<file path="config.mk">
export PLATFORM = sky130hd
export DESIGN_NAME = tof_zone_presence_tracker
export DESIGN_NICKNAME = d
export VERILOG_FILES = /design/src/rtl/core/tofzp_pkg.sv /design/src/rtl/core/tofzp_bg_mem.sv /design/src/rtl/core/tofzp_scale.sv /design/src/rtl/core/tofzp_track.sv /design/src/rtl/core/tof_zone_presence_tracker.sv
export SDC_FILE = /design/constraint.sdc
export NUM_CORES = 2
export LEC_CHECK = 0
export BUFFER_PORTS_ARGS = -buffer_cell sky130_fd_sc_hd__buf_2
export CAP_MARGIN = 20
export CORE_ASPECT_RATIO = 0.8
export CORE_MARGIN = 2
export CORE_UTILIZATION = 58
export CTS_CLUSTER_SIZE = 20
export DETAILED_ROUTE_END_ITERATION = 7
export PLACE_DENSITY = 0.79
export RECOVER_POWER = 100
export SYNTH_ARGS = -nofsm -noshare
export SYNTH_HDL_FRONTEND = slang
export SYNTH_SLANG_ARGS = --single-unit
</file>
<file path="constraint.sdc">
create_clock -name aclk -period 7.1 [get_ports aclk]
set_input_delay 0.355 -clock aclk [delete_from_list [all_inputs] [get_ports aclk]]
set_output_delay 0.355 -clock aclk [all_outputs]
set_load 0.01 [all_outputs]
</file>
<file path="src/rtl/core/tofzp_pkg.sv">
`timescale 1ns / 1ps
// ----------------------------------------------------------------------------
// tofzp_pkg
// Shared types, register codes and tables of the time-of-flight zone
// presence tracker.
// ----------------------------------------------------------------------------
package tofzp_pkg;

    localparam int DIST_W   = 16;
    localparam int FACTOR_W = 16;
    localparam int ZONE_W   = 6;
    localparam int COUNT_W  = 7;
    localparam int ROW_W    = 4;
    localparam int RPR_W    = 4;
    localparam int STATUS_W = 2;
    localparam int RING_W   = 3;
    localparam int PROD_W   = DIST_W + FACTOR_W;
    localparam int CFG_IDX_W = 3;

    localparam logic [DIST_W-1:0]   NEAR_LIMIT_RST = 16'd100;
    localparam logic [DIST_W-1:0]   FAR_LIMIT_RST  = 16'd4000;
    localparam logic [FACTOR_W-1:0] NOISE_HIGH_RST = 16'd282;
    localparam logic [FACTOR_W-1:0] NOISE_LOW_RST  = 16'd230;
    localparam logic [RPR_W-1:0]    ROW_SIZE_RST   = 4'd8;

    typedef enum logic [CFG_IDX_W-1:0] {
        REG_NEAR_LIMIT    = 3'd0,
        REG_FAR_LIMIT     = 3'd1,
        REG_NOISE_HIGH    = 3'd2,
        REG_NOISE_LOW     = 3'd3,
        REG_ZONES_PER_ROW = 3'd4
    } cfg_reg_t;

    localparam logic [STATUS_W-1:0] STATUS_INIT    = 2'd0;
    localparam logic [STATUS_W-1:0] STATUS_ACQUIRE = 2'd1;
    localparam logic [STATUS_W-1:0] STATUS_ANIMAL  = 2'd2;
    localparam logic [STATUS_W-1:0] STATUS_CAPTURE = 2'd3;

    typedef struct packed {
        logic [DIST_W-1:0]   near_limit;
        logic [DIST_W-1:0]   far_limit;
        logic [FACTOR_W-1:0] noise_high;
        logic [FACTOR_W-1:0] noise_low;
        logic [RPR_W-1:0]    zones_per_row;
    } cfg_t;

    // Zone as it leaves the background read.
    typedef struct packed {
        logic              valid;
        logic              last;
        logic              eval;
        logic [DIST_W-1:0] zone_dist;
        logic [ZONE_W-1:0] idx;
    } rd_stage_t;

    // Zone with its scaled background thresholds.
    typedef struct packed {
        logic              valid;
        logic              last;
        logic              eval;
        logic              in_range;
        logic [DIST_W-1:0] zone_dist;
        logic [ZONE_W-1:0] idx;
        logic [ROW_W-1:0]  row;
        logic [PROD_W-1:0] high_thr;
        logic [PROD_W-1:0] low_thr;
    } eval_stage_t;

    localparam logic [RING_W-1:0] RING_OF_ZONE [64] = '{
        3'd3, 3'd3, 3'd3, 3'd3, 3'd3, 3'd3, 3'd3, 3'd4,
        3'd3, 3'd2, 3'd2, 3'd2, 3'd2, 3'd2, 3'd3, 3'd4,
        3'd3, 3'd2, 3'd1, 3'd1, 3'd1, 3'd2, 3'd3, 3'd4,
        3'd3, 3'd2, 3'd1, 3'd0, 3'd1, 3'd2, 3'd3, 3'd4,
        3'd3, 3'd2, 3'd1, 3'd1, 3'd1, 3'd2, 3'd3, 3'd4,
        3'd3, 3'd2, 3'd2, 3'd2, 3'd2, 3'd2, 3'd3, 3'd4,
        3'd3, 3'd3, 3'd3, 3'd3, 3'd3, 3'd3, 3'd3, 3'd4,
        3'd4, 3'd4, 3'd4, 3'd4, 3'd4, 3'd4, 3'd4, 3'd4
    };

    // Row of a zone; row size saturates to 4..8. Sizes 5 to 7 use a
    // reciprocal multiply that is exact for indexes below 64.
    function automatic logic [ROW_W-1:0] row_of(input logic [ZONE_W-1:0] idx,
                                                 input logic [RPR_W-1:0]  rs);
        logic [13:0] prod;
        logic [ROW_W-1:0] row;
        prod = 14'd0;
        row  = 4'(idx >> 3);
        case (rs)
            4'd5: begin
                prod = 14'(idx) * 14'd205;
                row  = prod[13:10];
            end
            4'd6: begin
                prod = 14'(idx) * 14'd171;
                row  = prod[13:10];
            end
            4'd7: begin
                prod = 14'(idx) * 14'd147;
                row  = prod[13:10];
            end
            default: begin
                if (rs <= 4'd4) begin
                    row = 4'(idx >> 2);
                end else begin
                    row = 4'(idx >> 3);
                end
            end
        endcase
        return row;
    endfunction

endpackage

</file>
<file path="src/rtl/core/tofzp_bg_mem.sv">
`timescale 1ns / 1ps
// ----------------------------------------------------------------------------
// tofzp_bg_mem
// Background distance store: one write port, one read port, registered read.
// ----------------------------------------------------------------------------
module tofzp_bg_mem #(
    parameter int DEPTH  = 64,
    parameter int ADDR_W = 6
) (
    input  logic                        aclk,
    input  logic                        wr_en,
    input  logic [ADDR_W-1:0]           wr_addr,
    input  logic [tofzp_pkg::DIST_W-1:0] wr_data,
    input  logic                        rd_en,
    input  logic [ADDR_W-1:0]           rd_addr,
    output logic [tofzp_pkg::DIST_W-1:0] rd_data_reg
);
    import tofzp_pkg::*;

    logic [DIST_W-1:0] mem [DEPTH];

    always_ff @(posedge aclk) begin
        if (wr_en) begin
            mem[wr_addr] <= wr_data;
        end
    end

    always_ff @(posedge aclk) begin
        if (rd_en) begin
            rd_data_reg <= mem[rd_addr];
        end
    end

endmodule

</file>
<file path="src/rtl/core/tofzp_scale.sv">
`timescale 1ns / 1ps
// ----------------------------------------------------------------------------
// tofzp_scale
// Scales the background by the noise factors and checks the distance window.
// ----------------------------------------------------------------------------
module tofzp_scale (
    input  logic                         aclk,
    input  logic                         aresetn,
    input  logic                         adv,
    input  tofzp_pkg::cfg_t              cfg,
    input  tofzp_pkg::rd_stage_t         rd_stage,
    input  logic [tofzp_pkg::DIST_W-1:0] bg_data,
    output tofzp_pkg::eval_stage_t       eval_reg
);
    import tofzp_pkg::*;

    eval_stage_t eval_next;

    always_comb begin
        eval_next.valid     = rd_stage.valid;
        eval_next.last      = rd_stage.last;
        eval_next.eval      = rd_stage.eval;
        eval_next.zone_dist = rd_stage.zone_dist;
        eval_next.idx       = rd_stage.idx;
        eval_next.in_range  = (rd_stage.zone_dist > cfg.near_limit) &&
                              (rd_stage.zone_dist < cfg.far_limit);
        eval_next.row       = row_of(rd_stage.idx, cfg.zones_per_row);
        eval_next.high_thr  = PROD_W'(cfg.noise_high) * PROD_W'(bg_data);
        eval_next.low_thr   = PROD_W'(cfg.noise_low) * PROD_W'(bg_data);
    end

    always_ff @(posedge aclk) begin
        if (!aresetn) begin
            eval_reg.valid <= 1'b0;
        end else if (adv) begin
            eval_reg <= eval_next;
        end
    end

endmodule

</file>
<file path="src/rtl/core/tofzp_track.sv">
`timescale 1ns / 1ps
// ----------------------------------------------------------------------------
// tofzp_track
// Per-frame nearest-zone search, mode sequencing and result register.
// ----------------------------------------------------------------------------
module tofzp_track #(
    parameter int MAX_ZONES = 64
) (
    input  logic                           aclk,
    input  logic                           aresetn,
    input  tofzp_pkg::cfg_t                cfg,
    input  tofzp_pkg::eval_stage_t         eval_stage,
    output logic                           hold,
    output logic                           m_valid,
    input  logic                           m_ready,
    output logic [tofzp_pkg::STATUS_W-1:0] m_status,
    output logic                           m_nearest_valid,
    output logic [tofzp_pkg::ZONE_W-1:0]   m_nearest_zone,
    output logic [tofzp_pkg::COUNT_W-1:0]  m_changed_count,
    output logic                           m_previous_valid,
    output logic [tofzp_pkg::ZONE_W-1:0]   m_previous_zone,
    output logic [tofzp_pkg::RING_W-1:0]   m_center_distance
);
    import tofzp_pkg::*;

    typedef enum logic [1:0] {
        MODE_INIT    = 2'd0,
        MODE_ACQUIRE = 2'd1,
        MODE_ANIMAL  = 2'd2
    } mode_t;

    mode_t             mode_reg, mode_next;
    logic              cap_reg, cap_next;
    logic [DIST_W-1:0] min_reg, min_next;
    logic [ZONE_W-1:0] min_zone_reg, min_zone_next;
    logic              found_reg, found_next;
    logic [COUNT_W-1:0] count_reg, count_next;
    logic              cur_valid_reg, cur_valid_next;
    logic [ZONE_W-1:0] cur_zone_reg, cur_zone_next;
    logic              prev_valid_reg, prev_valid_next;
    logic [ZONE_W-1:0] prev_zone_reg, prev_zone_next;
    logic              m_valid_reg;

    logic [PROD_W-1:0]   scaled;
    logic [ROW_W-1:0]    min_row;
    logic                checking, changed, take, report, step, load;
    logic [STATUS_W-1:0] status_next;

    assign hold = eval_stage.valid && eval_stage.last && m_valid_reg && !m_ready;
    assign step = eval_stage.valid && !hold;
    assign load = step && eval_stage.last;

    always_comb begin
        scaled   = {8'd0, eval_stage.zone_dist, 8'd0};
        min_row  = row_of(min_zone_reg, cfg.zones_per_row);
        checking = (mode_reg != MODE_INIT) && !cap_reg;
        changed  = eval_stage.eval && checking && eval_stage.in_range &&
                   ((scaled > eval_stage.high_thr) || (scaled < eval_stage.low_thr));
        // Equal distance wins only inside the row of the kept zone.
        take     = changed && ((eval_stage.zone_dist < min_reg) ||
                   (found_reg && (eval_stage.zone_dist == min_reg) &&
                    (eval_stage.row == min_row)));

        min_next      = take ? eval_stage.zone_dist : min_reg;
        min_zone_next = take ? eval_stage.idx : min_zone_reg;
        found_next    = found_reg || take;
        count_next    = count_reg + COUNT_W'(changed);

        mode_next       = mode_reg;
        cap_next        = cap_reg;
        cur_valid_next  = cur_valid_reg;
        cur_zone_next   = cur_zone_reg;
        prev_valid_next = prev_valid_reg;
        prev_zone_next  = prev_zone_reg;
        report          = 1'b0;
        status_next     = STATUS_INIT;
        case (mode_reg)
            MODE_INIT: begin
                status_next = STATUS_INIT;
                mode_next   = MODE_ACQUIRE;
            end
            default: begin
                if (cap_reg) begin
                    // Frame after a capture: back to acquisition unchecked.
                    status_next = STATUS_ACQUIRE;
                    mode_next   = MODE_ACQUIRE;
                    cap_next    = 1'b0;
                end else begin
                    report = 1'b1;
                    if (found_next) begin
                        prev_valid_next = cur_valid_reg;
                        prev_zone_next  = cur_zone_reg;
                        cur_valid_next  = 1'b1;
                        cur_zone_next   = min_zone_next;
                        mode_next       = MODE_ANIMAL;
                        status_next     = STATUS_ANIMAL;
                    end else if (mode_reg == MODE_ACQUIRE) begin
                        status_next = STATUS_ACQUIRE;
                    end else begin
                        cap_next    = 1'b1;
                        status_next = STATUS_CAPTURE;
                    end
                end
            end
        endcase
    end

    always_ff @(posedge aclk) begin
        if (!aresetn) begin
            mode_reg       <= MODE_INIT;
            cap_reg        <= 1'b0;
            min_reg        <= FAR_LIMIT_RST;
            min_zone_reg   <= '0;
            found_reg      <= 1'b0;
            count_reg      <= '0;
            cur_valid_reg  <= 1'b0;
            cur_zone_reg   <= '0;
            prev_valid_reg <= 1'b0;
            prev_zone_reg  <= '0;
            m_valid_reg    <= 1'b0;
        end else begin
            if (load) begin
                // Close the frame and restart the search.
                mode_reg       <= mode_next;
                cap_reg        <= cap_next;
                cur_valid_reg  <= cur_valid_next;
                cur_zone_reg   <= cur_zone_next;
                prev_valid_reg <= prev_valid_next;
                prev_zone_reg  <= prev_zone_next;
                min_reg        <= cfg.far_limit;
                min_zone_reg   <= '0;
                found_reg      <= 1'b0;
                count_reg      <= '0;

                m_status          <= status_next;
                m_nearest_valid   <= report && found_next;
                m_nearest_zone    <= (report && found_next) ? min_zone_next : '0;
                m_changed_count   <= report ? count_next : '0;
                m_previous_valid  <= prev_valid_next;
                m_previous_zone   <= prev_valid_next ? prev_zone_next : '0;
                m_center_distance <= cur_valid_next ? RING_OF_ZONE[cur_zone_next] : '0;
            end else if (step) begin
                min_reg      <= min_next;
                min_zone_reg <= min_zone_next;
                found_reg    <= found_next;
                count_reg    <= count_next;
            end

            if (load) begin
                m_valid_reg <= 1'b1;
            end else if (m_ready) begin
                m_valid_reg <= 1'b0;
            end
        end
    end

    assign m_valid = m_valid_reg;

    a_count_bound: assert property (@(posedge aclk) disable iff (!aresetn)
        count_reg <= COUNT_W'(MAX_ZONES))
        else $error("changed count exceeds zone count");

    a_found_counted: assert property (@(posedge aclk) disable iff (!aresetn)
        found_reg |-> (count_reg != '0))
        else $error("nearest zone kept without a changed zone");

    a_capture_mode: assert property (@(posedge aclk) disable iff (!aresetn)
        cap_reg |-> (mode_reg == MODE_ANIMAL))
        else $error("capture pending outside animal mode");

    a_prev_needs_cur: assert property (@(posedge aclk) disable iff (!aresetn)
        prev_valid_reg |-> cur_valid_reg)
        else $error("previous position without current position");

    a_capture_empty: assert property (@(posedge aclk) disable iff (!aresetn)
        (load && (status_next == STATUS_CAPTURE)) |=> !m_nearest_valid)
        else $error("capture reported with a nearest zone");

endmodule

</file>
<file path="src/rtl/core/tof_zone_presence_tracker.sv">
`timescale 1ns / 1ps
// ----------------------------------------------------------------------------
// tof_zone_presence_tracker
// Background-subtracting presence tracker over streamed time-of-flight zones.
// ----------------------------------------------------------------------------
// One zone is taken per clock cycle, and frames may follow each other with no
// gap. Each zone passes three register stages: background memory read, noise
// threshold multiply, then the nearest-zone compare and count into the result
// register. The single read port of the background store and the
// combinational compare feeding the running-minimum register set the rate of
// one zone per cycle. The first frame after reset is written to the background
// store and answers status 0. Input stalls only while a frame result waits at
// the output and the next frame's last zone has reached the end of the pipe.
// ----------------------------------------------------------------------------
module tof_zone_presence_tracker #(
    parameter int MAX_ZONES = 64
) (
    input  logic                            aclk,
    input  logic                            aresetn,
    input  logic                            cfg_wr_en,
    input  logic [tofzp_pkg::CFG_IDX_W-1:0] cfg_index,
    input  logic [tofzp_pkg::DIST_W-1:0]    cfg_wdata,
    input  logic                            s_valid,
    output logic                            s_ready,
    input  logic [tofzp_pkg::DIST_W-1:0]    s_zone_distance,
    input  logic                            s_last_zone,
    output logic                            m_valid,
    input  logic                            m_ready,
    output logic [tofzp_pkg::STATUS_W-1:0]  m_status,
    output logic                            m_nearest_valid,
    output logic [tofzp_pkg::ZONE_W-1:0]    m_nearest_zone,
    output logic [tofzp_pkg::COUNT_W-1:0]   m_changed_count,
    output logic                            m_previous_valid,
    output logic [tofzp_pkg::ZONE_W-1:0]    m_previous_zone,
    output logic [tofzp_pkg::RING_W-1:0]    m_center_distance
);
    import tofzp_pkg::*;

    localparam int ADDR_W = $clog2(MAX_ZONES);
    localparam int CNT_W  = $clog2(MAX_ZONES + 1);

    cfg_t              cfg_reg;
    logic [CNT_W-1:0]  zone_cnt_reg;
    logic              bg_fill_reg;
    rd_stage_t         rd_reg, rd_next;
    eval_stage_t       eval_reg;
    logic [DIST_W-1:0] bg_data;
    logic              hold, adv, accept, in_zone;
    logic [ADDR_W-1:0] zone_addr;

    always_ff @(posedge aclk) begin
        if (!aresetn) begin
            cfg_reg.near_limit    <= NEAR_LIMIT_RST;
            cfg_reg.far_limit     <= FAR_LIMIT_RST;
            cfg_reg.noise_high    <= NOISE_HIGH_RST;
            cfg_reg.noise_low     <= NOISE_LOW_RST;
            cfg_reg.zones_per_row <= ROW_SIZE_RST;
        end else if (cfg_wr_en) begin
            case (cfg_index)
                REG_NEAR_LIMIT:    cfg_reg.near_limit    <= cfg_wdata;
                REG_FAR_LIMIT:     cfg_reg.far_limit     <= cfg_wdata;
                REG_NOISE_HIGH:    cfg_reg.noise_high    <= cfg_wdata;
                REG_NOISE_LOW:     cfg_reg.noise_low     <= cfg_wdata;
                REG_ZONES_PER_ROW: cfg_reg.zones_per_row <= cfg_wdata[RPR_W-1:0];
                default: ;
            endcase
        end
    end

    assign adv       = !hold;
    assign s_ready   = adv;
    assign accept    = s_valid && adv;
    assign in_zone   = zone_cnt_reg < CNT_W'(MAX_ZONES);
    assign zone_addr = zone_cnt_reg[ADDR_W-1:0];

    always_comb begin
        rd_next.valid     = accept;
        rd_next.last      = s_last_zone;
        rd_next.eval      = in_zone && !bg_fill_reg;
        rd_next.zone_dist = s_zone_distance;
        rd_next.idx       = ZONE_W'(zone_addr);
    end

    // Writes land on the accept edge and every read is issued by a later
    // zone, so no entry is read while its write is in flight.
    always_ff @(posedge aclk) begin
        if (!aresetn) begin
            zone_cnt_reg <= '0;
            bg_fill_reg  <= 1'b1;
            rd_reg.valid <= 1'b0;
        end else if (adv) begin
            rd_reg <= rd_next;
            if (accept) begin
                if (s_last_zone) begin
                    zone_cnt_reg <= '0;
                    bg_fill_reg  <= 1'b0;
                end else if (in_zone) begin
                    zone_cnt_reg <= zone_cnt_reg + CNT_W'(1);
                end
            end
        end
    end

    tofzp_bg_mem #(
        .DEPTH  (MAX_ZONES),
        .ADDR_W (ADDR_W)
    ) u_bg_mem (
        .aclk        (aclk),
        .wr_en       (accept && in_zone && bg_fill_reg),
        .wr_addr     (zone_addr),
        .wr_data     (s_zone_distance),
        .rd_en       (accept && in_zone && !bg_fill_reg),
        .rd_addr     (zone_addr),
        .rd_data_reg (bg_data)
    );

    tofzp_scale u_scale (
        .aclk       (aclk),
        .aresetn    (aresetn),
        .adv        (adv),
        .cfg        (cfg_reg),
        .rd_stage   (rd_reg),
        .bg_data    (bg_data),
        .eval_reg   (eval_reg)
    );

    tofzp_track #(
        .MAX_ZONES (MAX_ZONES)
    ) u_track (
        .aclk              (aclk),
        .aresetn           (aresetn),
        .cfg               (cfg_reg),
        .eval_stage        (eval_reg),
        .hold              (hold),
        .m_valid           (m_valid),
        .m_ready           (m_ready),
        .m_status          (m_status),
        .m_nearest_valid   (m_nearest_valid),
        .m_nearest_zone    (m_nearest_zone),
        .m_changed_count   (m_changed_count),
        .m_previous_valid  (m_previous_valid),
        .m_previous_zone   (m_previous_zone),
        .m_center_distance (m_center_distance)
    );

endmodule
</file>
==> results.py <==
metrics = {
    "floorplan": {
        "die_x_microns": 390,
        "core_sq_mm": 0.118,
        "start_util": 0.584,
        "dieHeight_microns": 313,
        "die_area_sq_mm": 0.122,
        "num_rows": 113,
        "io_pins": 69,
    },
    "global_routing": {
        "grt_max_degree": 101,
        "grt_usage": 0.298,
        "antenna_found_initial": 7,
        "grt_overflow_total": 0,
        "grt_pass1_wl_mm": 275,
        "first_global_vias": 46000,
    },
    "place": {
        "pre_cts_ws_ns": 0.0621,
        "dp.cells": 6912,
        "hpwlAfterDp_mm": 115,
        "place.gp.congestion": 0.899,
        "port_buffers": 68,
    },
    "layout": {
        "largest_reg_flops": 1024,
        "drive_gt1_frac": 0.0610,
        "fin_cells": 7182,
        "mostFrequentLayoutCell": "edfxtp_1",
        "layout_common_cells": "edfxtp_1, inv_1, nand2_1",
        "final_nets": 6399,
        "areaGrowthSynthToFinish_pct": 9.68,
        "fin_util": 0.640,
    },
    "logic_synthesis": {
        "synth_top_cell_area_share": 0.513,
        "yosys_warnings": 0,
        "netlist_area_sq_mm": 0.0692,
        "avgSynthCellArea_sq_um": 12.9,
        "yosysSeqAreaShare": 0.550,
        "ys_ff_latch": 1309,
        "async_flop_share": 0,
        "syn-num-nets": 6255,
        "syn_inst": 5378,
        "synthTopCellsByArea": "edfxtp_1, fa_1, ha_1",
        "synth_edf_count": 1183,
        "synth_cell_types": 75,
        "synth_top_flop_cell": "edfxtp_1",
        "yosysTopAreaCell": "edfxtp_1",
    },
    "routing": {
        "post-route-drc-count": 0,
        "firstDrtPassIters": 7,
        "wl_per_cell_microns": 25.2,
        "avgViaCountPerCell": 6.37,
        "drtIter0Drc": 5456,
        "wl_mm": 181,
        "ant_nets": 0,
        "vias": 45800,
    },
    "sta": {
        "fmax_ghz": 0.142,
        "fin_worst_skew_ns": 0.0791,
        "tightestPinTransition_ns": 4.27,
        "postLayoutSetupSlackWorst_ns": 0.0757,
        "period_needed_ns": 7.02,
        "slew_viol_final": 1419,
        "slew_headroom": -1.85,
        "hold_viol": 0,
        "fin_crit_sh": 0.989,
        "setup_violations": 0,
        "fin_tns_setup_ns": 0,
    },
    "critical_path": {
        "r2r_start": "zone_cnt_reg[2]$_SDFFE_PN0P_",
        "worstSetupEndpointType": "flip-flop",
        "slowest_stage": "clkbuf_2",
        "critPathLaunchType": "flip-flop",
        "reg2reg_slack_ns": 0.08,
        "critPathRequiredTime_ns": 7.51,
        "crit_fanout": 85,
        "crit_type": "flip-flop to flip-flop",
        "critical_path.max_stage_delay_ns": 1.98,
        "cp.arrival_ns": 7.44,
        "reg2reg_depth": 5,
        "timing.rr.end": "u_bg_mem.mem[63][10]$_DFFE_PP_",
        "path_cells": "and3_1 > clkbuf_2 > nand2_1 > nor2_1 > clkbuf_2",
        "cp_common_cell": "clkbuf_2",
    },
    "clock_network": {
        "cts_tree": "yes",
        "clk_path_buf_depth": 3,
        "cts_root_buffer": "clkbuf_16",
        "path_clk_slew_ns": 0.06,
        "clock_latency_ns": 0.81,
        "cts_made_buffers": 121,
        "htreeDepth": 3,
        "clock_sinks": 1309,
    },
    "run_status": {
        "status": "finished with violations",
        "violations": "capacitance limit, slew limit",
    },
    "pwr": {
        "vdd_drop_max_mv": 0.245,
        "p_leak_nw": 29.0,
        "power-per-cell-area_mw_per_mm2": 251,
        "power.total_w": 0.0190,
    },
    "worst_hold_path": {
        "min_path_type": "input pin to flip-flop",
        "holdCritStartpoint": "s_valid",
        "hold_depth": 3,
        "hold_path_end": "rd_reg[24]$_SDFFE_PN0N_",
    },
    "job": {
        "max-cap-violations": 24,
    },
}
==> critical path: cells and delay by family (launching register included) <==
kind / cells / cell delay (ns)
buffers and inverters: 2 / 2.39
DFF: 1 / 0.66
and+or+nand+nor: 3 / 3.62
==> how the worst max path moves through the flow <==
stage | startpoint | end | cells past startpoint
after floorplan | cfg_reg[32]$_SDFFE_PN0P_ | u_scale.eval_reg[63]$_DFFE_PP_ | 27
after global placement | u_bg_mem.rd_data_reg[1]$_DFFE_PP_ | u_scale.eval_reg[30]$_DFFE_PP_ | 22
after detailed placement | u_bg_mem.rd_data_reg[1]$_DFFE_PP_ | u_scale.eval_reg[30]$_DFFE_PP_ | 22
after CTS | u_bg_mem.rd_data_reg[1]$_DFFE_PP_ | u_scale.eval_reg[30]$_DFFE_PP_ | 22
after global routing | u_bg_mem.rd_data_reg[4]$_DFFE_PP_ | u_scale.eval_reg[63]$_DFFE_PP_ | 25
final | zone_cnt_reg[2]$_SDFFE_PN0P_ | u_bg_mem.mem[63][10]$_DFFE_PP_ | 5
==> logic make-up (layout without fill, tap and decap cells) <==
| kind of cell | count (synthesis) | count (layout) | synth area share |
|---|---|---|---|
| buf+inv | 868 | 1117 | 0.0471 |
| xor+xnor | 87 | 87 | 0.0110 |
| simple gates | 1196 | 1196 | 0.0808 |
| flops | 1309 | 1309 | 0.550 |
| mux | 21 | 21 | 0.00313 |
| compound gates | 1061 | 1061 | 0.112 |
| other cells | 0 | 3 | 0 |
| fa+ha+maj | 836 | 836 | 0.196 |
==> routing by layer <==
| metal | GRT usage | wire [microns] | vias to the layer above |
|---|---|---|---|
| li1 | - | - | 19600 |
| met1 | 0.412 | 68900 | 22700 |
| met5 | 0 | 10 | - |
| met3 | 0.0681 | 22700 | 447 |
| met2 | 0.466 | 82300 | 2983 |
| met4 | 0.109 | 7130 | 2 |
==> Yosys cell counts, types with 5 or more instances <==
cell	number
a22oi_1	282
xor2_1	37
xnor2_1	50
o211ai_1	28
a211oi_1	15
and3_1	7
mux2i_1	19
a21oi_1	112
nand3_1	36
nor4_1	35
nor3b_1	8
dfxtp_1	126
a21o_1	47
nor3_1	23
clkbuf_1	232
o21bai_1	12
nor2_1	164
a221oi_1	117
and2_1	207
nor2b_1	27
inv_1	605
nand2b_1	19
o21a_1	15
o2111ai_1	6
edfxtp_1	1183
a31oi_1	127
o211a_1	14
or3_1	11
a22o_1	118
nand3b_1	5
o21ai_0	70
o22ai_1	5
fa_1	413
nand2_1	591
or2_2	10
a21boi_0	58
buf_1	27
ha_1	423
nand4_1	38
==> power breakdown <==
part / leakage [nW] / switching, W / internal, W
sequential: 11.8 / 0.000128 / 0.00872
combinational: 15.3 / 0.00231 / 0.00140
clock: 1.89 / 0.00296 / 0.00351
total: 29.0 / 0.00540 / 0.0136
==> cell type report <==
type                            instances  area [sq um]
Sequential cell                      1309         38100
Tap cell                             1552          1940
Clock buffer                          155          3170
Clock inverter                         73           751
Fill cell                            8482         42600
Multi-Input combinational cell       3201         27900
Timing Repair Buffer                  283          1780
Inverter                              606          2270
Antenna cell                            3          7.51
==> through the flow <==
stage,cell area (sq um),hold WS [ns]
finish,75900,0.130
global route,75900,0.0927
CTS,76100,0.0875
detailed placement,72000,0.406
global placement,72000,0.401
floorplan,69200,0.400
==> timing repair <==
item | CTS | global route
hold buffers | 19 | 0
setup endpoints to repair | 0 | 7
setup buffers | 0 | 20
endpoints found under the hold margin | 70 | 0
gates resized for setup | 0 | 5
Note: power is estimated with default switching activity, not from simulation.
